`src/rtl/core/line_follower_pid_steering_macros.svh`:
```
// Assertion helpers used by the RTL.
`ifndef LINE_FOLLOWER_PID_STEERING_MACROS_SVH
`define LINE_FOLLOWER_PID_STEERING_MACROS_SVH
`define LFPS_ASSERT_IMPL(lbl, clk_i, rst_n, ante, cons, msg) \
	lbl: assert property (@(posedge clk_i) disable iff (!rst_n) (ante) |-> (cons)) \
		else $error(msg);
`define LFPS_ASSERT_NEXT(lbl, clk_i, rst_n, ante, cons, msg) \
	lbl: assert property (@(posedge clk_i) disable iff (!rst_n) (ante) |=> (cons)) \
		else $error(msg);
`endif

```
`src/rtl/core/lfps_pkg.sv`:
```
package lfps_pkg;
	localparam int CalSamplesDef = 500;
	localparam int MaxSpeedDef = 255;
	localparam int DivW = 32;
	localparam logic [2:0] RegProp = 3'd0;
	localparam logic [2:0] RegInteg = 3'd1;
	localparam logic [2:0] RegDeriv = 3'd2;
	localparam logic [2:0] RegSpeed = 3'd3;
	localparam logic [2:0] RegGround = 3'd4;
	localparam logic [2:0] RegLost = 3'd5;

	typedef struct packed {
		logic start;
		logic busy;
		logic done;
	} div_ctl_t;
endpackage

```
`src/rtl/core/lfps_div.sv`:
```
module lfps_div
	import lfps_pkg::*;
(
	input  logic            clk,
	input  logic            arst_n,
	input  logic            start,
	input  logic [DivW-1:0] dividend,
	input  logic [DivW-1:0] divisor,
	output div_ctl_t        ctl,
	output logic [DivW-1:0] quotient
);
	localparam int CntW = $clog2(DivW + 1);

	logic [DivW-1:0] q_q;
	logic [DivW:0]   r_q;
	logic [DivW-1:0] d_q;
	logic [CntW-1:0] cnt_q;
	logic            busy_q;
	logic            done_q;
	logic [DivW:0]   r_sh;
	logic [DivW:0]   r_sub;

	assign r_sh  = {r_q[DivW-1:0], q_q[DivW-1]};
	assign r_sub = r_sh - {1'b0, d_q};

	always_ff @(posedge clk or negedge arst_n) begin
		if (!arst_n) begin
			busy_q <= 1'b0;
			done_q <= 1'b0;
			cnt_q  <= '0;
		end else begin
			done_q <= 1'b0;
			if (start) begin
				busy_q <= 1'b1;
				cnt_q  <= CntW'(DivW);
			end else if (busy_q) begin
				cnt_q <= cnt_q - 1'b1;
				if (cnt_q == CntW'(1)) begin
					busy_q <= 1'b0;
					done_q <= 1'b1;
				end
			end
		end
	end

	always_ff @(posedge clk) begin
		if (start) begin
			q_q <= dividend;
			r_q <= '0;
			d_q <= divisor;
		end else if (busy_q) begin
			if (!r_sub[DivW]) begin
				r_q <= r_sub;
				q_q <= {q_q[DivW-2:0], 1'b1};
			end else begin
				r_q <= r_sh;
				q_q <= {q_q[DivW-2:0], 1'b0};
			end
		end
	end

	assign quotient  = q_q;
	assign ctl.start = start;
	assign ctl.busy  = busy_q;
	assign ctl.done  = done_q;
endmodule

```
`src/rtl/core/lfps_mul.sv`:
```
module lfps_mul
	import lfps_pkg::*;
(
	input  logic               clk,
	input  logic               start,
	input  logic signed [31:0] a,
	input  logic        [15:0] b,
	output logic signed [31:0] prod
);
	logic signed [31:0] acc_q;
	logic signed [31:0] a_q;
	logic        [15:0] b_q;

	always_ff @(posedge clk) begin
		if (start) begin
			acc_q <= '0;
			a_q   <= a;
			b_q   <= b;
		end else begin
			if (b_q[0]) acc_q <= acc_q + a_q;
			a_q <= a_q <<< 1;
			b_q <= b_q >> 1;
		end
	end

	assign prod = acc_q;
endmodule

```
`src/rtl/core/line_follower_pid_steering.sv`:
```
// An accepted input beat passes through calibration, a 32-step serial position division
// (its result is not awaited when the line is lost), the PID update, three shift-add
// multiplies done one after another and a 32-step serial speed division before
// m_axis_tvalid rises; the next beat is taken only once the previous result is stored.
// A finished result waits in the output register while the next beat is taken in.
// Reset (arst_n low, asynchronous) restores registers, minima to 2000, calibration count,
// last position 5000, and clears the PID state.
`include "line_follower_pid_steering_macros.svh"
module line_follower_pid_steering
	import lfps_pkg::*;
#(
	parameter int CAL_SAMPLES = CalSamplesDef,
	parameter int MAX_SPEED = MaxSpeedDef
) (
	input  logic        clk,
	input  logic        arst_n,
	input  logic        s_axis_tvalid,
	output logic        s_axis_tready,
	// sample_left[11:0], sample_mid[23:12], sample_right[35:24], battery_mv[48:36]
	input  logic [55:0] s_axis_tdata,
	output logic        m_axis_tvalid,
	input  logic        m_axis_tready,
	// duty_a[9:0], duty_b[19:10], line_pos_um[33:20]
	output logic [39:0] m_axis_tdata,
	// line_seen
	output logic        m_axis_tuser,
	input  logic        cfg_valid,
	output logic        cfg_ready,
	input  logic [2:0]  cfg_index,
	input  logic [13:0] cfg_data
);
	localparam logic [3:0] StIdle = 4'd0, StCal = 4'd1, StDiv1 = 4'd2, StWait1 = 4'd3,
		StPid = 4'd4, StMulP = 4'd5, StMulI = 4'd6, StMulD = 4'd7, StDiv2 = 4'd8,
		StWait2 = 4'd9, StOut = 4'd10, StMulW = 4'd11;
	localparam logic [9:0] CalInit = 10'(CAL_SAMPLES);
	localparam logic [7:0] SpeedCap = 8'(MAX_SPEED / 2);

	logic [3:0] st_q;
	logic [4:0] mcnt_q;
	logic [11:0] gp_q, gi_q, gd_q, spd_set_q, gnd_q;
	logic [13:0] lost_q;
	logic [11:0] min_q [3];
	logic [9:0] calrem_q;
	logic signed [13:0] last_q;
	logic signed [10:0] integ_q;
	logic signed [9:0] prev_q;
	logic signed [10:0] davg_q;
	logic [11:0] raw_q [3];
	logic [12:0] bat_q;
	logic [11:0] cal_q [3];
	logic [13:0] sum_q;
	logic signed [13:0] pos_q;
	logic seen_q;
	logic signed [9:0] err_q;
	logic signed [31:0] ctl_q;
	logic [7:0] speed_q;
	logic signed [9:0] steer_q;
	logic ov_q;
	logic [39:0] od_q;
	logic ou_q;
	logic [DivW-1:0] dvd, dvs, quo;
	div_ctl_t dctl;
	logic dstart, mstart;
	logic signed [31:0] ma, mprod;
	logic [15:0] mb;

	assign cfg_ready = 1'b1;
	assign s_axis_tready = (st_q == StIdle);
	assign m_axis_tvalid = ov_q;
	assign m_axis_tdata = od_q;
	assign m_axis_tuser = ou_q;

	lfps_div u_div (.clk, .arst_n, .start(dstart), .dividend(dvd), .divisor(dvs),
		.ctl(dctl), .quotient(quo));
	lfps_mul u_mul (.clk, .start(mstart), .a(ma), .b(mb), .prod(mprod));

	logic [16:0] wsum;
	logic signed [10:0] errw;
	logic signed [11:0] isum;
	logic signed [11:0] dsum;
	logic signed [10:0] dnext;
	logic signed [10:0] inext;
	logic signed [31:0] ctlsh;
	logic [13:0] msum;
	logic [11:0] mnew [3];
	logic [26:0] mscaled [3];
	logic calen;

	always_comb begin
		wsum = 17'(cal_q[0]) + 17'({cal_q[1], 1'b0}) + 17'(cal_q[2]) + 17'({cal_q[2], 1'b0});
		msum = 14'(cal_q[0]) + 14'(cal_q[1]) + 14'(cal_q[2]);
		calen = (calrem_q != '0) && raw_q[0] < gnd_q && raw_q[1] < gnd_q && raw_q[2] < gnd_q;
		for (int k = 0; k < 3; k++) begin
			// (8*min + raw) / 9 as a multiply by 3641 / 2^15, exact for minima below 2048.
			mscaled[k] = 27'(15'({min_q[k], 3'b0}) + 15'(raw_q[k])) * 27'd3641;
			mnew[k] = min_q[k];
			if (calen && raw_q[k] < min_q[k]) mnew[k] = 12'(mscaled[k] >> 15);
		end
		errw = 11'(pos_q >>> 4);
		isum = 12'(integ_q) + 12'(errw);
		if (isum > 12'sd900) inext = 11'sd900;
		else if (isum < -12'sd900) inext = -11'sd900;
		else inext = isum[10:0];
		dsum = 12'(davg_q) + 12'(prev_q) - 12'(errw);
		dnext = 11'((dsum + ((dsum < 0) ? 12'sd1 : 12'sd0)) >>> 1);
		ctlsh = ctl_q >>> 13;
		dstart = 1'b0;
		mstart = 1'b0;
		dvd = '0;
		dvs = 32'd1;
		ma = '0;
		mb = '0;
		unique case (st_q)
			StDiv1: begin
				dstart = 1'b1;
				dvd = 32'(wsum) * 32'd7500;
				dvs = 32'(msum);
			end
			StMulP: begin
				mstart = 1'b1;
				ma = 32'(err_q);
				mb = 16'(gp_q >> 1);
			end
			StMulI: begin
				mstart = 1'b1;
				ma = 32'(integ_q);
				mb = 16'(gi_q >> 2);
			end
			StMulD: begin
				mstart = 1'b1;
				ma = 32'(davg_q);
				mb = 16'(gd_q >> 2);
			end
			StDiv2: begin
				dstart = 1'b1;
				dvd = 32'(speed_q) * 32'd3900;
				dvs = 32'(bat_q);
			end
			default: ;
		endcase
	end

	logic [3:0] mret_q;

	always_ff @(posedge clk or negedge arst_n) begin
		if (!arst_n) begin
			st_q <= StIdle;
			ov_q <= 1'b0;
			gp_q <= 12'd2048; gi_q <= '0; gd_q <= 12'd2048;
			spd_set_q <= '0; gnd_q <= 12'd3400; lost_q <= 14'd1400;
			for (int k = 0; k < 3; k++) min_q[k] <= 12'd2000;
			calrem_q <= CalInit;
			last_q <= 14'sd5000;
			integ_q <= '0; prev_q <= '0; davg_q <= '0;
			mcnt_q <= '0; mret_q <= StIdle;
		end else begin
			if (cfg_valid) begin
				unique case (cfg_index)
					RegProp: gp_q <= cfg_data[11:0];
					RegInteg: gi_q <= cfg_data[11:0];
					RegDeriv: gd_q <= cfg_data[11:0];
					RegSpeed: spd_set_q <= cfg_data[11:0];
					RegGround: gnd_q <= cfg_data[11:0];
					RegLost: lost_q <= cfg_data;
					default: ;
				endcase
			end
			if (ov_q && m_axis_tready) ov_q <= 1'b0;
			unique case (st_q) inside
				StIdle: if (s_axis_tvalid && s_axis_tready) begin
					raw_q[0] <= s_axis_tdata[11:0];
					raw_q[1] <= s_axis_tdata[23:12];
					raw_q[2] <= s_axis_tdata[35:24];
					bat_q <= (s_axis_tdata[48:36] < 13'd2000) ? 13'd2000 :
						(s_axis_tdata[48:36] > 13'd5000) ? 13'd5000 : s_axis_tdata[48:36];
					speed_q <= ((spd_set_q >> 5) > 12'(SpeedCap)) ? SpeedCap :
						8'(spd_set_q >> 5);
					st_q <= StCal;
				end
				StCal: begin
					for (int k = 0; k < 3; k++) begin
						min_q[k] <= mnew[k];
						cal_q[k] <= (raw_q[k] > mnew[k]) ? raw_q[k] - mnew[k] : '0;
					end
					if (calen) calrem_q <= calrem_q - 1'b1;
					st_q <= StDiv1;
				end
				StDiv1: begin
					sum_q <= msum;
					st_q <= StWait1;
				end
				StWait1: begin
					if (sum_q == '0 || sum_q < lost_q) begin
						seen_q <= 1'b0;
						pos_q <= (last_q > 0) ? 14'sd3750 : -14'sd3750;
						st_q <= StPid;
					end else if (dctl.done) begin
						seen_q <= 1'b1;
						pos_q <= 14'(quo) - 14'sd15000;
						last_q <= 14'(quo) - 14'sd15000;
						st_q <= StPid;
					end
				end
				StPid: begin
					err_q <= errw[9:0];
					integ_q <= seen_q ? 11'sd0 : inext;
					davg_q <= dnext;
					prev_q <= errw[9:0];
					ctl_q <= '0;
					st_q <= StMulP;
				end
				StMulP, StMulI, StMulD: begin
					mcnt_q <= 5'd17;
					mret_q <= (st_q == StMulP) ? StMulI : (st_q == StMulI) ? StMulD : StDiv2;
					st_q <= StMulW;
				end
				StMulW: begin
					mcnt_q <= mcnt_q - 1'b1;
					if (mcnt_q == 5'd1) begin
						ctl_q <= ctl_q + mprod;
						st_q <= mret_q;
					end
				end
				StDiv2: begin
					steer_q <= (ctlsh > $signed(32'(speed_q))) ? 10'(speed_q) :
						(ctlsh < -$signed(32'(speed_q))) ? -10'(speed_q) : 10'(ctlsh);
					st_q <= StWait2;
				end
				StWait2: if (dctl.done) begin
					st_q <= StOut;
				end
				StOut: if (!ov_q) begin
					od_q[9:0] <= 10'(quo) - steer_q;
					od_q[19:10] <= 10'(quo) + steer_q;
					od_q[33:20] <= pos_q;
					od_q[39:34] <= '0;
					ou_q <= seen_q;
					ov_q <= 1'b1;
					st_q <= StIdle;
				end
				default: st_q <= StIdle;
			endcase
		end
	end

	`LFPS_ASSERT_IMPL(a_no_take_busy, clk, arst_n, st_q != StIdle, !s_axis_tready, "ready while busy")
	`LFPS_ASSERT_IMPL(a_div_excl, clk, arst_n, dctl.done, !dctl.start, "divider overlap")
	`LFPS_ASSERT_NEXT(a_out_hold, clk, arst_n, ov_q && !m_axis_tready, ov_q && $stable(od_q), "out lost")
endmodule

```
`config.mk`:
```
export PLATFORM = sky130hd
export DESIGN_NAME = line_follower_pid_steering
export DESIGN_NICKNAME = d
export VERILOG_FILES = /design/src/rtl/core/lfps_pkg.sv /design/src/rtl/core/lfps_div.sv /design/src/rtl/core/lfps_mul.sv /design/src/rtl/core/line_follower_pid_steering.sv
export VERILOG_INCLUDE_DIRS = /design/src /design/src/rtl/core
export SDC_FILE = /design/constraint.sdc
export NUM_CORES = 2
export LEC_CHECK = 0
export BUFFER_PORTS_ARGS = -buffer_cell sky130_fd_sc_hd__buf_2
export CELL_PAD_IN_SITES_DETAIL_PLACEMENT = 0
export CELL_PAD_IN_SITES_GLOBAL_PLACEMENT = 1
export CORE_MARGIN = 2
export CORE_UTILIZATION = 46
export CTS_CLUSTER_DIAMETER = 100
export DETAILED_ROUTE_END_ITERATION = 10
export GPL_TIMING_DRIVEN = 0
export PLACE_DENSITY = 0.84
export SYNTH_ARGS = -nofsm -noshare
export SYNTH_HDL_FRONTEND = slang
export SYNTH_SLANG_ARGS = --single-unit
```
`constraint.sdc`:
```
create_clock -name clk -period 9.57 [get_ports clk]
set_clock_uncertainty 0.1 [all_clocks]
set_input_delay 2.3925 -clock clk [delete_from_list [all_inputs] [get_ports clk]]
set_output_delay 2.3925 -clock clk [all_outputs]
set_load 0.05 [all_outputs]
```
==> reports/results.ini <==
[run_status]
status = complete, no violations

[die]
ioPinCount = 122
rows = 117
die_h_um = 324
start_util = 0.463
dieArea_um2 = 105000
die_w_um = 324
core-area_um2 = 101000

[placement]
gpl.final_weighted_congestion = 0.882
port_buffers = 107
pre_cts_ws_ns = -1.13
post-dp-hpwl_mm = 93.1
place_inst = 6347

[synth]
synth_area_leaders = ha_1 18%, edfxtp_1 16%, fa_1 10%
ys_types = 95
synth-edff-count = 253
synth_xor_area_frac = 0.0601
synth_top_area_frac = 0.179
async_flop_share = 0.330
yosysWarnings = 0
synth_top_area_cell = ha_1
synth_cells = 4860
synth_top_family_by_area = adder cells
synthMuxAreaShare = 0.0303
yosys.area_share.simple = 0.109
netlist_area_um2 = 47000
ys_seq_elements = 537
avgSynthCellArea_um2 = 9.66
synth-compound-area-share = 0.146
yosysMostFrequentCell = inv_1
synth_fa_ha_area_frac = 0.283
synth_ff_type = edfxtp_1
synth.yosys.seq_area_share = 0.303
synthTopCellsByCount = 712 x inv_1, 671 x ha_1, 281 x nor2_1, 265 x a21oi_1, 264 x nand2_1

[worst_setup_path]
crit_arrival_ns = 9.53
cpPeakStageDelay_ns = 0.53
r2r_slack_ns = 0.29
cp_common_cell = inv_1
worstSetupEndpointType = flop
required_ns = 9.82
r2r_cells = 40
worstReg2RegEnd = cal_q[0][15]
cp_slowest_cell = fa_1
criticalPathCategory = flop to flop
critPathMaxFanout = 10
start_kind = flop
reg2reg_from = raw_q[0][16]

[detailed_routing]
antenna_left = 0
dr_wl_met2_mm = 56.3
vias = 35547
met1_length_mm = 52.8
viasPerCell = 5.42
wl_met3_mm = 5.56
drt_pass1_iterations = 6
drt_iter0_markers = 2042
route.detailed.drc = 0
highest_layer = met5
avgRoutedWirePerCell_um = 18.0
wl_mm = 118

[timing]
hold_viol_final = 0
tightest_slew_ns = 1.16
fin_ws_ns = 0.291
slew_headroom = 0.218
fin_crit_sh = 0.970
final_max_slew_viol_count = 0
maxClockFrequency_mhz = 108
tns_ns = 0
setup_violations = 0
fin_crit_ns = 9.28
hold_ws_ns = 0.358

[clock_tree]
clockBufferDepth = 3
cts_tree = yes
clock_sinks = 537
htreeDepth = 3
clock_latency_ns = 0.64
cts.clk_slew.worst_paths_ns = 0.06
numCtsBuffers = 67
root_buffer = clkbuf_16
holdBufCountCts = 0

[global_route]
grt_usage = 0.226
grt_pass1_vias = 35547
grt_max_degree = 107
antenna_found_initial = 13
gr-total-overflow = 0
grt_pass1_wl_mm = 188

[min_path]
hold_depth = 1
hp-start = u_mul.a_q[12]
whs_endpoint = u_mul.a_q[13]
min_path_type = flop to flop

[power]
powerDensity_nw_per_um2 = 103
p_leak_nw = 24.6
power_w = 0.00549
peakVddDrop_v = 0.000194

[finish]
drive_gt1_frac = 0.115
fill_cells = 9163
area_delta_synth_final_pct = 13.4
layout.nets = 6115
regArea_um2 = 14200
multiInputGateArea_um2 = 30500
fin_cells = 6554

[flow_run]
cap_viol_max_count = 0

[placed cells by master (no fill, tap or decap), drive strengths merged, types with 13 or more instances in the layout]
master / n
and2: 30
a22o: 16
o21bai: 54
clkbuf: 190
a21oi: 265
nor4: 27
nand4: 25
a211oi: 46
a31oi: 39
nor3: 98
nor2b: 56
xor2: 124
o21a: 44
a22oi: 38
dfstp: 42
edfxtp: 253
dfrtp: 135
xnor2: 198
nand3b: 16
nor3b: 13
nor2: 281
nand2b: 36
ha: 671
inv: 717
dfxtp: 107
o21ai: 259
nand3: 73
a21o: 138
nand2: 264
o211ai: 19
mux2i: 61
or2: 16
mux2: 72
clkinv: 20
fa: 242
a21boi: 14
o31ai: 24
and3: 43
buf: 210
or3: 20
[logic make-up after synthesis]
| logic type | Yosys count |
|---|---|
| AOI/OAI and AO/OA | 1067 |
| and+or+nand+nor | 1042 |
| adders and majority gates | 920 |
| buffers and inverters | 837 |
| DFF | 537 |
| xor gates and xnor gates | 322 |
| muxes | 133 |
| other | 2 |
[cell type report]
class                           count  area share
Sequential cell                   537       0.267
Clock inverter                     37      0.0107
Tap cell                         1368      0.0321
Clock buffer                       87      0.0341
Antenna cell                        7    0.000329
Buffer                            123      0.0103
Multi-Input combinational cell   3491       0.572
Inverter                          714      0.0503
Timing Repair Buffer              190      0.0231
[stage by stage]
stage	utilization	cell area [um2]
after floorplan	-	47000
after global placement	0.485	49200
after detailed placement	0.487	49400
after CTS	0.514	52200
after global routing	0.525	53200
final	0.525	53200
[registers in the layout, summed over array words and instances, names as in the netlist, 12 cells and up]
signal          cells
u_mul.prod         32
last_q             14
sum_q              14
gnd_q              12
lost_q             14
raw_q              36
min_q              36
cal_q              36
u_div.r_q          32
bat_q              13
pos_q              14
u_div.quotient     32
m_axis_tdata       33
u_mul.a_q          32
u_div.d_q          14
ctl_q              32
[worst max-delay path: cells and delay by family, from the launching register on]
kind	cells	cell delay (ns)
AO/OA/AOI/OAI	12	2.59
buffers and inverters	10	0.90
flip-flops	1	0.50
AND/OR/NAND/NOR	7	1.27
adder cells (fa/ha/maj)	9	3.38
XOR/XNOR	2	0.25
[where the power goes]
| group | internal, W | leakage, nW | total (W) | switching, W |
|---|---|---|---|---|
| registers | 0.00247 | 5.26 | 0.00250 | 0.0000281 |
| logic | 0.000108 | 18.2 | 0.000243 | 0.000135 |
| clock network | 0.00168 | 1.15 | 0.00275 | 0.00107 |
[layer usage]
metal  up-vias  track usage
met1     17180        0.302
met4         4       0.0647
met5         -            0
met2       767        0.386
li1      17404            -
met3       192       0.0267
[what timing repair did]
item,4_1_cts,5_1_grt
setup endpoints to repair,36,36
gates resized for setup,62,133
setup buffers,20,55
gates cloned,0,1
pin swaps,13,68
[worst max path at each step]
stage | slack [ns] | to | start | cells after the start
final | 0.29 | cal_q[0][15] | raw_q[0][16] | 40
after global routing | -0.08 | cal_q[0][23] | raw_q[0][15] | 41
after CTS | -0.004 | cal_q[0][16] | raw_q[0][16] | 40
after detailed placement | -1.13 | cal_q[0][14] | raw_q[0][16] | 40
after global placement | -1.14 | cal_q[0][14] | raw_q[0][16] | 40
after floorplan | 0.42 | cal_q[0][10] | raw_q[0][4] | 41
(Power assumes the default switching activity.)
